## src/acdsm_pkg.sv

```systemverilog
// shared constants for the audio channel dma sequencer
package acdsm_pkg;

    localparam int WORD_W   = 16;
    localparam int VOL_W    = 7;
    localparam int PHASE_W  = 6;
    localparam int LEVEL_W  = 8;
    localparam int MODE_W   = 3;
    localparam int CMD_W    = 2;
    localparam int CFG_IDX_W = 3;

    // channel modes
    localparam logic [MODE_W-1:0] MODE_DISABLED   = 3'd0;
    localparam logic [MODE_W-1:0] MODE_DUMMY_WAIT = 3'd1;
    localparam logic [MODE_W-1:0] MODE_HIGH       = 3'd2;
    localparam logic [MODE_W-1:0] MODE_LOW        = 3'd3;
    localparam logic [MODE_W-1:0] MODE_DMA_WAIT   = 3'd5;

    // commands
    localparam logic [CMD_W-1:0] CMD_TICK      = 2'd0;
    localparam logic [CMD_W-1:0] CMD_DMA_DATA  = 2'd1;
    localparam logic [CMD_W-1:0] CMD_CPU_WRITE = 2'd2;

    // configuration register indexes
    localparam logic [CFG_IDX_W-1:0] CFG_PERIOD_RELOAD = 3'd0;
    localparam logic [CFG_IDX_W-1:0] CFG_LENGTH_RELOAD = 3'd1;
    localparam logic [CFG_IDX_W-1:0] CFG_VOLUME_LEVEL  = 3'd2;
    localparam logic [CFG_IDX_W-1:0] CFG_ATTACH_PERIOD = 3'd3;
    localparam logic [CFG_IDX_W-1:0] CFG_ATTACH_VOLUME = 3'd4;

    localparam logic [VOL_W-1:0] VOL_FULL = 7'd64;

endpackage

```

## src/audio_channel_dma_state_machine_top.sv

```systemverilog
// audio channel dma sequencer: input register, channel state update, result register
//
// usage: one transaction on the input channel (command, sample_word, dma_on,
// irq_pending) gives exactly one transaction on the output channel (level,
// level_gate, irq_request, dma_request, pointer_reload) showing the channel
// after that command. command tick runs the pwm gate and the channel state
// machine, dma data and cpu write load the holding word.
// order: the input transaction goes into the input register, then the update
// writes the result register. throughput: one transaction per cycle while the
// receiver keeps out_ready high.
// when the receiver stalls, the result register holds and one more item waits
// in the input register; in_ready drops only when both are full.
// reset: channel disabled, counters and words zero, gate open, both registers
// empty. configuration is written through cfg_write_en, cfg_index and cfg_data
// while the block is idle (user's duty, not enforced); unknown indexes are ignored.
module audio_channel_dma_state_machine_top
    import acdsm_pkg::*;
(
    input  logic                     clk,
    input  logic                     rst_n,
    input  logic                     cfg_write_en,
    input  logic [CFG_IDX_W-1:0]     cfg_index,
    input  logic [WORD_W-1:0]        cfg_data,
    input  logic                     in_valid,
    output logic                     in_ready,
    input  logic [CMD_W-1:0]         command,
    input  logic [WORD_W-1:0]        sample_word,
    input  logic                     dma_on,
    input  logic                     irq_pending,
    output logic                     out_valid,
    input  logic                     out_ready,
    output logic signed [LEVEL_W-1:0] level,
    output logic                     level_gate,
    output logic                     irq_request,
    output logic                     dma_request,
    output logic                     pointer_reload
);

    // configuration
    logic [WORD_W-1:0] period_reload_reg;
    logic [WORD_W-1:0] length_reload_reg;
    logic [VOL_W-1:0]  volume_level_reg;
    logic              attach_period_reg;
    logic              attach_volume_reg;

    // input register
    logic              in_valid_reg;
    logic [CMD_W-1:0]  cmd_reg;
    logic [WORD_W-1:0] word_reg;
    logic              dma_reg;
    logic              ip_reg;

    // channel state
    logic [MODE_W-1:0]  mode_reg, mode_next;
    logic [WORD_W-1:0]  holding_reg, holding_next;
    logic [WORD_W-1:0]  playing_reg, playing_next;
    logic [WORD_W-1:0]  period_cnt_reg, period_cnt_next;
    logic [WORD_W-1:0]  length_cnt_reg, length_cnt_next;
    logic [VOL_W-1:0]   vol_hold_reg, vol_hold_next;
    logic [PHASE_W-1:0] phase_reg, phase_next;
    logic               gate_reg, gate_next;
    logic               wanted_reg, wanted_next;
    logic               armed_reg, armed_next;
    logic               reload_reg, reload_next;
    logic [LEVEL_W-1:0] level_hold_reg, level_hold_next;
    logic               irq_next;
    logic               reload_out_next;

    // result register
    logic               out_valid_reg;
    logic [LEVEL_W-1:0] level_reg;
    logic               gate_out_reg;
    logic               irq_out_reg;
    logic               dma_out_reg;
    logic               reload_out_reg;

    logic               advance;
    logic [PHASE_W:0]   phase_inc;
    logic [WORD_W-1:0]  period_dec;
    logic [WORD_W-1:0]  len_dec;
    logic               napnav;
    logic               dma;
    logic               ip;

    assign advance  = in_valid_reg && (!out_valid_reg || out_ready);
    assign in_ready = !in_valid_reg || advance;

    assign dma       = dma_reg;
    assign ip        = ip_reg;
    assign phase_inc = {1'b0, phase_reg} + {{PHASE_W{1'b0}}, 1'b1};
    assign period_dec = period_cnt_reg - {{(WORD_W-1){1'b0}}, 1'b1};
    assign napnav    = attach_volume_reg || !attach_period_reg;

    always_comb
    begin
        mode_next       = mode_reg;
        holding_next    = holding_reg;
        playing_next    = playing_reg;
        period_cnt_next = period_cnt_reg;
        length_cnt_next = length_cnt_reg;
        vol_hold_next   = vol_hold_reg;
        phase_next      = phase_reg;
        gate_next       = gate_reg;
        wanted_next     = wanted_reg;
        armed_next      = armed_reg;
        reload_next     = reload_reg;
        level_hold_next = level_hold_reg;
        irq_next        = 1'b0;
        reload_out_next = reload_reg;
        len_dec         = length_cnt_reg - {{(WORD_W-1){1'b0}}, 1'b1};

        case (cmd_reg)
            CMD_TICK:
            begin
                // pwm gate step
                if (phase_inc == VOL_FULL) begin
                    phase_next = '0;
                    gate_next  = (vol_hold_reg != '0);
                end else begin
                    phase_next = phase_inc[PHASE_W-1:0];
                    if (phase_inc == vol_hold_reg)
                        gate_next = 1'b0;
                end

                unique case (mode_reg)
                    MODE_DUMMY_WAIT:
                    begin
                        if (!dma)
                            mode_next = MODE_DISABLED;
                        else if (!wanted_reg) begin
                            mode_next   = MODE_DMA_WAIT;
                            wanted_next = 1'b1;
                            if (length_cnt_reg != {{(WORD_W-1){1'b0}}, 1'b1})
                                length_cnt_next = len_dec;
                            irq_next = 1'b1;
                        end
                    end
                    MODE_DMA_WAIT:
                    begin
                        if (!dma)
                            mode_next = MODE_DISABLED;
                        else if (!wanted_reg) begin
                            mode_next       = MODE_HIGH;
                            vol_hold_next   = volume_level_reg;
                            phase_next      = '0;
                            gate_next       = (volume_level_reg != '0);
                            period_cnt_next = period_reload_reg;
                            playing_next    = holding_reg;
                            level_hold_next = holding_reg[WORD_W-1 -: LEVEL_W];
                            if (napnav)
                                wanted_next = 1'b1;
                        end
                    end
                    MODE_HIGH:
                    begin
                        if (period_cnt_reg == {{(WORD_W-1){1'b0}}, 1'b1}) begin
                            mode_next = MODE_LOW;
                            if (attach_period_reg) begin
                                playing_next = holding_reg;
                                if (dma) begin
                                    wanted_next = 1'b1;
                                    if (armed_reg) begin
                                        armed_next = 1'b0;
                                        irq_next   = 1'b1;
                                    end
                                end else
                                    irq_next = 1'b1;
                            end
                            level_hold_next = playing_next[LEVEL_W-1:0];
                            period_cnt_next = period_reload_reg;
                            // word counted only if no fetch is still outstanding
                            if (dma && !wanted_next) begin
                                if (len_dec == '0) begin
                                    length_cnt_next = length_reload_reg;
                                    armed_next      = 1'b1;
                                    reload_next     = 1'b1;
                                end else
                                    length_cnt_next = len_dec;
                            end
                        end else
                            period_cnt_next = period_dec;
                    end
                    MODE_LOW:
                    begin
                        period_cnt_next = period_dec;
                        if (period_dec == '0) begin
                            if (dma || !ip) begin
                                mode_next       = MODE_HIGH;
                                vol_hold_next   = volume_level_reg;
                                phase_next      = '0;
                                gate_next       = (volume_level_reg != '0);
                                period_cnt_next = period_reload_reg;
                                playing_next    = holding_reg;
                                level_hold_next = holding_reg[WORD_W-1 -: LEVEL_W];
                                if (napnav) begin
                                    if (dma) begin
                                        wanted_next = 1'b1;
                                        if (armed_reg) begin
                                            armed_next = 1'b0;
                                            irq_next   = 1'b1;
                                        end
                                    end else
                                        irq_next = 1'b1;
                                end
                                if (dma && !wanted_next) begin
                                    if (len_dec == '0) begin
                                        length_cnt_next = length_reload_reg;
                                        armed_next      = 1'b1;
                                        reload_next     = 1'b1;
                                    end else
                                        length_cnt_next = len_dec;
                                end
                            end else begin
                                mode_next  = MODE_DISABLED;
                                armed_next = 1'b0;
                            end
                        end
                    end
                    default:
                    begin
                        // disabled, and any code that means nothing
                        if (!wanted_reg && !dma && !ip) begin
                            mode_next       = MODE_HIGH;
                            period_cnt_next = period_reload_reg;
                            vol_hold_next   = volume_level_reg;
                            phase_next      = '0;
                            gate_next       = (volume_level_reg != '0);
                            playing_next    = holding_reg;
                            level_hold_next = holding_reg[WORD_W-1 -: LEVEL_W];
                            wanted_next     = 1'b1;
                            irq_next        = 1'b1;
                        end else if (dma) begin
                            mode_next       = MODE_DUMMY_WAIT;
                            period_cnt_next = period_reload_reg;
                            wanted_next     = 1'b1;
                            length_cnt_next = length_reload_reg;
                            reload_next     = 1'b1;
                        end
                    end
                endcase
                reload_out_next = reload_next;
            end
            CMD_DMA_DATA:
            begin
                holding_next = word_reg;
                wanted_next  = 1'b0;
                // pointer reload goes out with this fetch
                reload_next  = 1'b0;
            end
            CMD_CPU_WRITE:
            begin
                holding_next = word_reg;
                wanted_next  = 1'b0;
                phase_next   = '0;
                gate_next    = (vol_hold_reg != '0);
            end
            default:
            begin
            end
        endcase
    end

    always_ff @(posedge clk or negedge rst_n)
    begin
        if (!rst_n) begin
            period_reload_reg <= '0;
            length_reload_reg <= '0;
            volume_level_reg  <= '0;
            attach_period_reg <= 1'b0;
            attach_volume_reg <= 1'b0;
        end else if (cfg_write_en) begin
            unique case (cfg_index)
                CFG_PERIOD_RELOAD: period_reload_reg <= cfg_data;
                CFG_LENGTH_RELOAD: length_reload_reg <= cfg_data;
                CFG_VOLUME_LEVEL:
                begin
                    if (cfg_data[6])
                        volume_level_reg <= VOL_FULL;
                    else
                        volume_level_reg <= {1'b0, cfg_data[PHASE_W-1:0]};
                end
                CFG_ATTACH_PERIOD: attach_period_reg <= cfg_data[0];
                CFG_ATTACH_VOLUME: attach_volume_reg <= cfg_data[0];
                default:
                begin
                end
            endcase
        end
    end

    always_ff @(posedge clk or negedge rst_n)
    begin
        if (!rst_n)
            in_valid_reg <= 1'b0;
        else if (in_ready)
            in_valid_reg <= in_valid;
    end

    always_ff @(posedge clk)
    begin
        if (in_ready && in_valid) begin
            cmd_reg  <= command;
            word_reg <= sample_word;
            dma_reg  <= dma_on;
            ip_reg   <= irq_pending;
        end
    end

    always_ff @(posedge clk or negedge rst_n)
    begin
        if (!rst_n) begin
            mode_reg       <= MODE_DISABLED;
            holding_reg    <= '0;
            playing_reg    <= '0;
            period_cnt_reg <= '0;
            length_cnt_reg <= '0;
            vol_hold_reg   <= '0;
            phase_reg      <= '0;
            gate_reg       <= 1'b1;
            wanted_reg     <= 1'b0;
            armed_reg      <= 1'b0;
            reload_reg     <= 1'b0;
            level_hold_reg <= '0;
        end else if (advance) begin
            mode_reg       <= mode_next;
            holding_reg    <= holding_next;
            playing_reg    <= playing_next;
            period_cnt_reg <= period_cnt_next;
            length_cnt_reg <= length_cnt_next;
            vol_hold_reg   <= vol_hold_next;
            phase_reg      <= phase_next;
            gate_reg       <= gate_next;
            wanted_reg     <= wanted_next;
            armed_reg      <= armed_next;
            reload_reg     <= reload_next;
            level_hold_reg <= level_hold_next;
        end
    end

    always_ff @(posedge clk or negedge rst_n)
    begin
        if (!rst_n)
            out_valid_reg <= 1'b0;
        else if (advance)
            out_valid_reg <= 1'b1;
        else if (out_ready)
            out_valid_reg <= 1'b0;
    end

    always_ff @(posedge clk)
    begin
        if (advance) begin
            level_reg      <= level_hold_next;
            gate_out_reg   <= gate_next;
            irq_out_reg    <= irq_next;
            dma_out_reg    <= wanted_next;
            reload_out_reg <= reload_out_next;
        end
    end

    assign out_valid      = out_valid_reg;
    assign level          = $signed(level_reg);
    assign level_gate     = gate_out_reg;
    assign irq_request    = irq_out_reg;
    assign dma_request    = dma_out_reg;
    assign pointer_reload = reload_out_reg;

endmodule
```

## config.mk

```make
export PLATFORM = sky130hd
export DESIGN_NAME = audio_channel_dma_state_machine_top
export DESIGN_NICKNAME = d
export VERILOG_FILES = /design/src/acdsm_pkg.sv /design/src/audio_channel_dma_state_machine_top.sv
export SDC_FILE = /design/constraint.sdc
export NUM_CORES = 1
export LEC_CHECK = 0
export BUFFER_PORTS_ARGS = -buffer_cell sky130_fd_sc_hd__buf_4
export CAP_MARGIN = 10
export CORE_MARGIN = 1
export CORE_UTILIZATION = 40
export CTS_BUF_LIST = sky130_fd_sc_hd__clkbuf_8 sky130_fd_sc_hd__clkbuf_16
export DETAILED_ROUTE_END_ITERATION = 6
export PLACE_DENSITY = 0.57
export SYNTH_ARGS = -nofsm -noshare
export SYNTH_HDL_FRONTEND = slang
export SYNTH_SLANG_ARGS = --single-unit
```

## constraint.sdc

```tcl
create_clock -name clk -period 5.16 [get_ports clk]
set_input_delay 0.516 -clock clk [delete_from_list [all_inputs] [get_ports clk]]
set_output_delay 0.516 -clock clk [all_outputs]
set_load 0.05 [all_outputs]
```

==> flow_metrics.env <==
export IMPL_status="complete, no violations"
export IMPL_vias=6456
export IMPL_layout_drive_gt1_share=0.2313
export IMPL_hold_buffers=0
export IMPL_drtIter0Drc=529
export IMPL_endpoint_kind="flop"
export IMPL_dpl_hpwl_microns=15110
export IMPL_die_area_sq_um=21290
export IMPL_finalSetupTns_ns=0
export IMPL_synth_distinct_cells=87
export IMPL_vias_per_cell=5.869
export IMPL_worstPathRequired_ns=5.32
export IMPL_clock_sinks=159
export IMPL_nets=871
export IMPL_syn_area_sq_um=8283
export IMPL_nFillCells=1889
export IMPL_setup_violations=0
export IMPL_r2r_setup_slack_ns=1.72
export IMPL_area_delta_synth_final_pct=14.70
export IMPL_ys_warn_count=0
export IMPL_n_antenna_cell=0
export IMPL_clock_path_buffers=2
export IMPL_htreeDepth=4
export IMPL_post_cts_setup_buffers=0
export IMPL_antenna_found_initial=0
export IMPL_synth_edf_count=32
export IMPL_die_w_microns=145.9
export IMPL_ios=58
export IMPL_layout_min_cycle_time_ns=3.438
export IMPL_crit_arrival_ns=3.60
export IMPL_post_synth_cell_area_avg_sq_um=10.66
export IMPL_syn_inst=777
export IMPL_r2r_start="period_cnt_reg[2]$_DFFE_PN0P_"
export IMPL_reg2reg_to="level[4]$_DFFE_PP_"
export IMPL_hold_path_class="primary input to async pin"
export IMPL_post_cts_resized=0
export IMPL_grt_start_max_net_pins=76
export IMPL_gp_congestion=0.8920
export IMPL_io_buffer_count=57
export IMPL_grt_ovfl_total=0
export IMPL_drtPass1Iterations=5
export IMPL_path_class="flop to flop"
export IMPL_async_reset_ff_frac=0.7987
export IMPL_yosysTopAreaCell="dfrtp_1"
export IMPL_critPathLaunch="period_cnt_reg[2]$_DFFE_PN0P_"
export IMPL_ys_ff_latch=159
export IMPL_clk_pin_slew_ns=0.07
export IMPL_rsz0062_at_grt="false"
export IMPL_fin_hold_ws_ns=0.2166
export IMPL_routedWlPerCell_microns=19.31
export IMPL_seqCellArea_sq_um=4140
export IMPL_ir_drop_v=0.0001992
export IMPL_drt_total_wl_microns=21240
export IMPL_power_leakage_nw=3.957
export IMPL_initial_core_util=0.4080
export IMPL_finalCritPeriodShare=0.6663
export IMPL_finalMaxSlewViolations=0
export IMPL_yosysSeqAreaShare=0.4998
export IMPL_rows=52
export IMPL_drv_cap=0
export IMPL_grt_pass1_vias=6319
export IMPL_skew_ns=0.007072
export IMPL_synth_top_area_frac=0.3807
export IMPL_die_h_microns=145.9
export IMPL_crit_end="level[4]$_DFFE_PP_"
export IMPL_ys_flop_type="dfrtp_1"
export IMPL_multiInputGateArea_sq_um=3851
export IMPL_reg2regPathDepth=7
export IMPL_cp_start_kind="flop"
export IMPL_postRouteAntennaNets=0
export IMPL_synth_area_leaders="dfrtp_1 38%, edfxtp_1 12%, mux2_2 9.1%, o21ai_0 3.1%, a21oi_1 3.0%"
export IMPL_synth_commonest_cells="126 x dfrtp_1, 67 x mux2_2, 52 x o21ai_0"
export IMPL_power_density_nw_per_um2=437.6
export IMPL_root_buffer="clkbuf_16"
export IMPL_worst_pin_slew_ns=0.9803
export IMPL_max_slew_margin=0.3465
export IMPL_cts_tree="done"
export IMPL_gr_usage_all_layers=0.2093
export IMPL_drc_errors=0
export IMPL_hold_violations=0
export IMPL_numCtsBuffers=17
export IMPL_grt_pass1_wl_microns=34780
export IMPL_core_sq_um=20300
export IMPL_syn_num_nets=831
export IMPL_cp_max_fo=17
export IMPL_clkLatencyLatePin_ns=0.43
export IMPL_clock_fmax_mhz=290.9
export IMPL_yosysMostFrequentCell="dfrtp_1"
## critical path, cell delays in order, from the launching register on
cell	delay (ns)
dfrtp_1	0.44
or4_1	0.71
o32a_4	0.43
o32ai_4	0.32
a31oi_4	0.19
or3_1	0.66
o21ai_0	0.29
o21ai_0	0.13
## layer usage
layer | up-vias | routed length [microns] | GRT usage
li1 | 2997 | - | -
met1 | 3214 | 10130 | 0.3071
met2 | 218 | 9595 | 0.3098
met3 | 27 | 1207 | 0.04671
met4 | 0 | 304 | 0.05684
met5 | - | 0 | 0
## final cells by class
type / instances / share of cell area
multi-input cells: 545 / 0.4054
well taps: 270 / 0.03556
repair buffers: 66 / 0.05215
inverters: 28 / 0.01106
clock buffers: 17 / 0.04478
clock inverters: 15 / 0.01528
flip-flops and latches: 159 / 0.4358
## through the flow
stage               cell area (sq um)  worst slack [ns]    util  cells  power, mW
floorplan                        8283             2.091       -    777      2.556
global placement                 8930             1.810  0.4399   1068      2.897
detailed placement               8930             1.744  0.4399   1068      2.917
CTS                              9500             1.729  0.4680   1100      4.172
global route                     9500             1.535  0.4680   1100      4.383
finish                           9500             1.722  0.4680   1100      4.157
## where the power goes
group          switching, mW  internal [mW]
registers              0.229           1.50
logic                  0.731          0.450
clock network          0.603          0.642
total                   1.56           2.59
## placed cells by master (no fill, tap or decap), types with 14 or more instances in the layout
cell type,count
mux2_2,67
nor4_1,14
nor2_1,42
inv_1,27
a21oi_1,49
clkbuf_16,17
nand2_1,47
mux2i_1,14
buf_4,66
dfrtp_1,126
nand2b_1,18
nand3_1,22
nor3_1,24
edfxtp_1,32
o21ai_0,52
## worst min path at each step
| stage | slack (ns) | to | from |
|---|---|---|---|
| floorplan | 0.22 | armed_reg$_DFFE_PN0P_ | rst_n |
| global placement | 0.46 | holding_reg[7]$_DFFE_PN0P_ | word_reg[7]$_DFFE_PP_ |
| detailed placement | 0.47 | holding_reg[9]$_DFFE_PN0P_ | word_reg[9]$_DFFE_PP_ |
| CTS | 0.24 | word_reg[5]$_DFFE_PP_ | sample_word[5] |
| global route | 0.22 | word_reg[7]$_DFFE_PP_ | sample_word[7] |
| finish | 0.22 | length_cnt_reg[6]$_DFFE_PN0P_ | rst_n |
## logic make-up (layout without fill, tap and decap cells)
group,count (synthesis),count (layout),synth area share
AOI/OAI and AO/OA,229,229,0.1970
and+or+nand+nor,215,215,0.1335
DFF,159,159,0.4998
muxes,81,81,0.1080
buffers and inverters,73,126,0.03595
adders and majority gates,10,10,0.01511
xor gates and xnor gates,10,10,0.01057
Note: power is estimated with default switching activity, not from simulation.
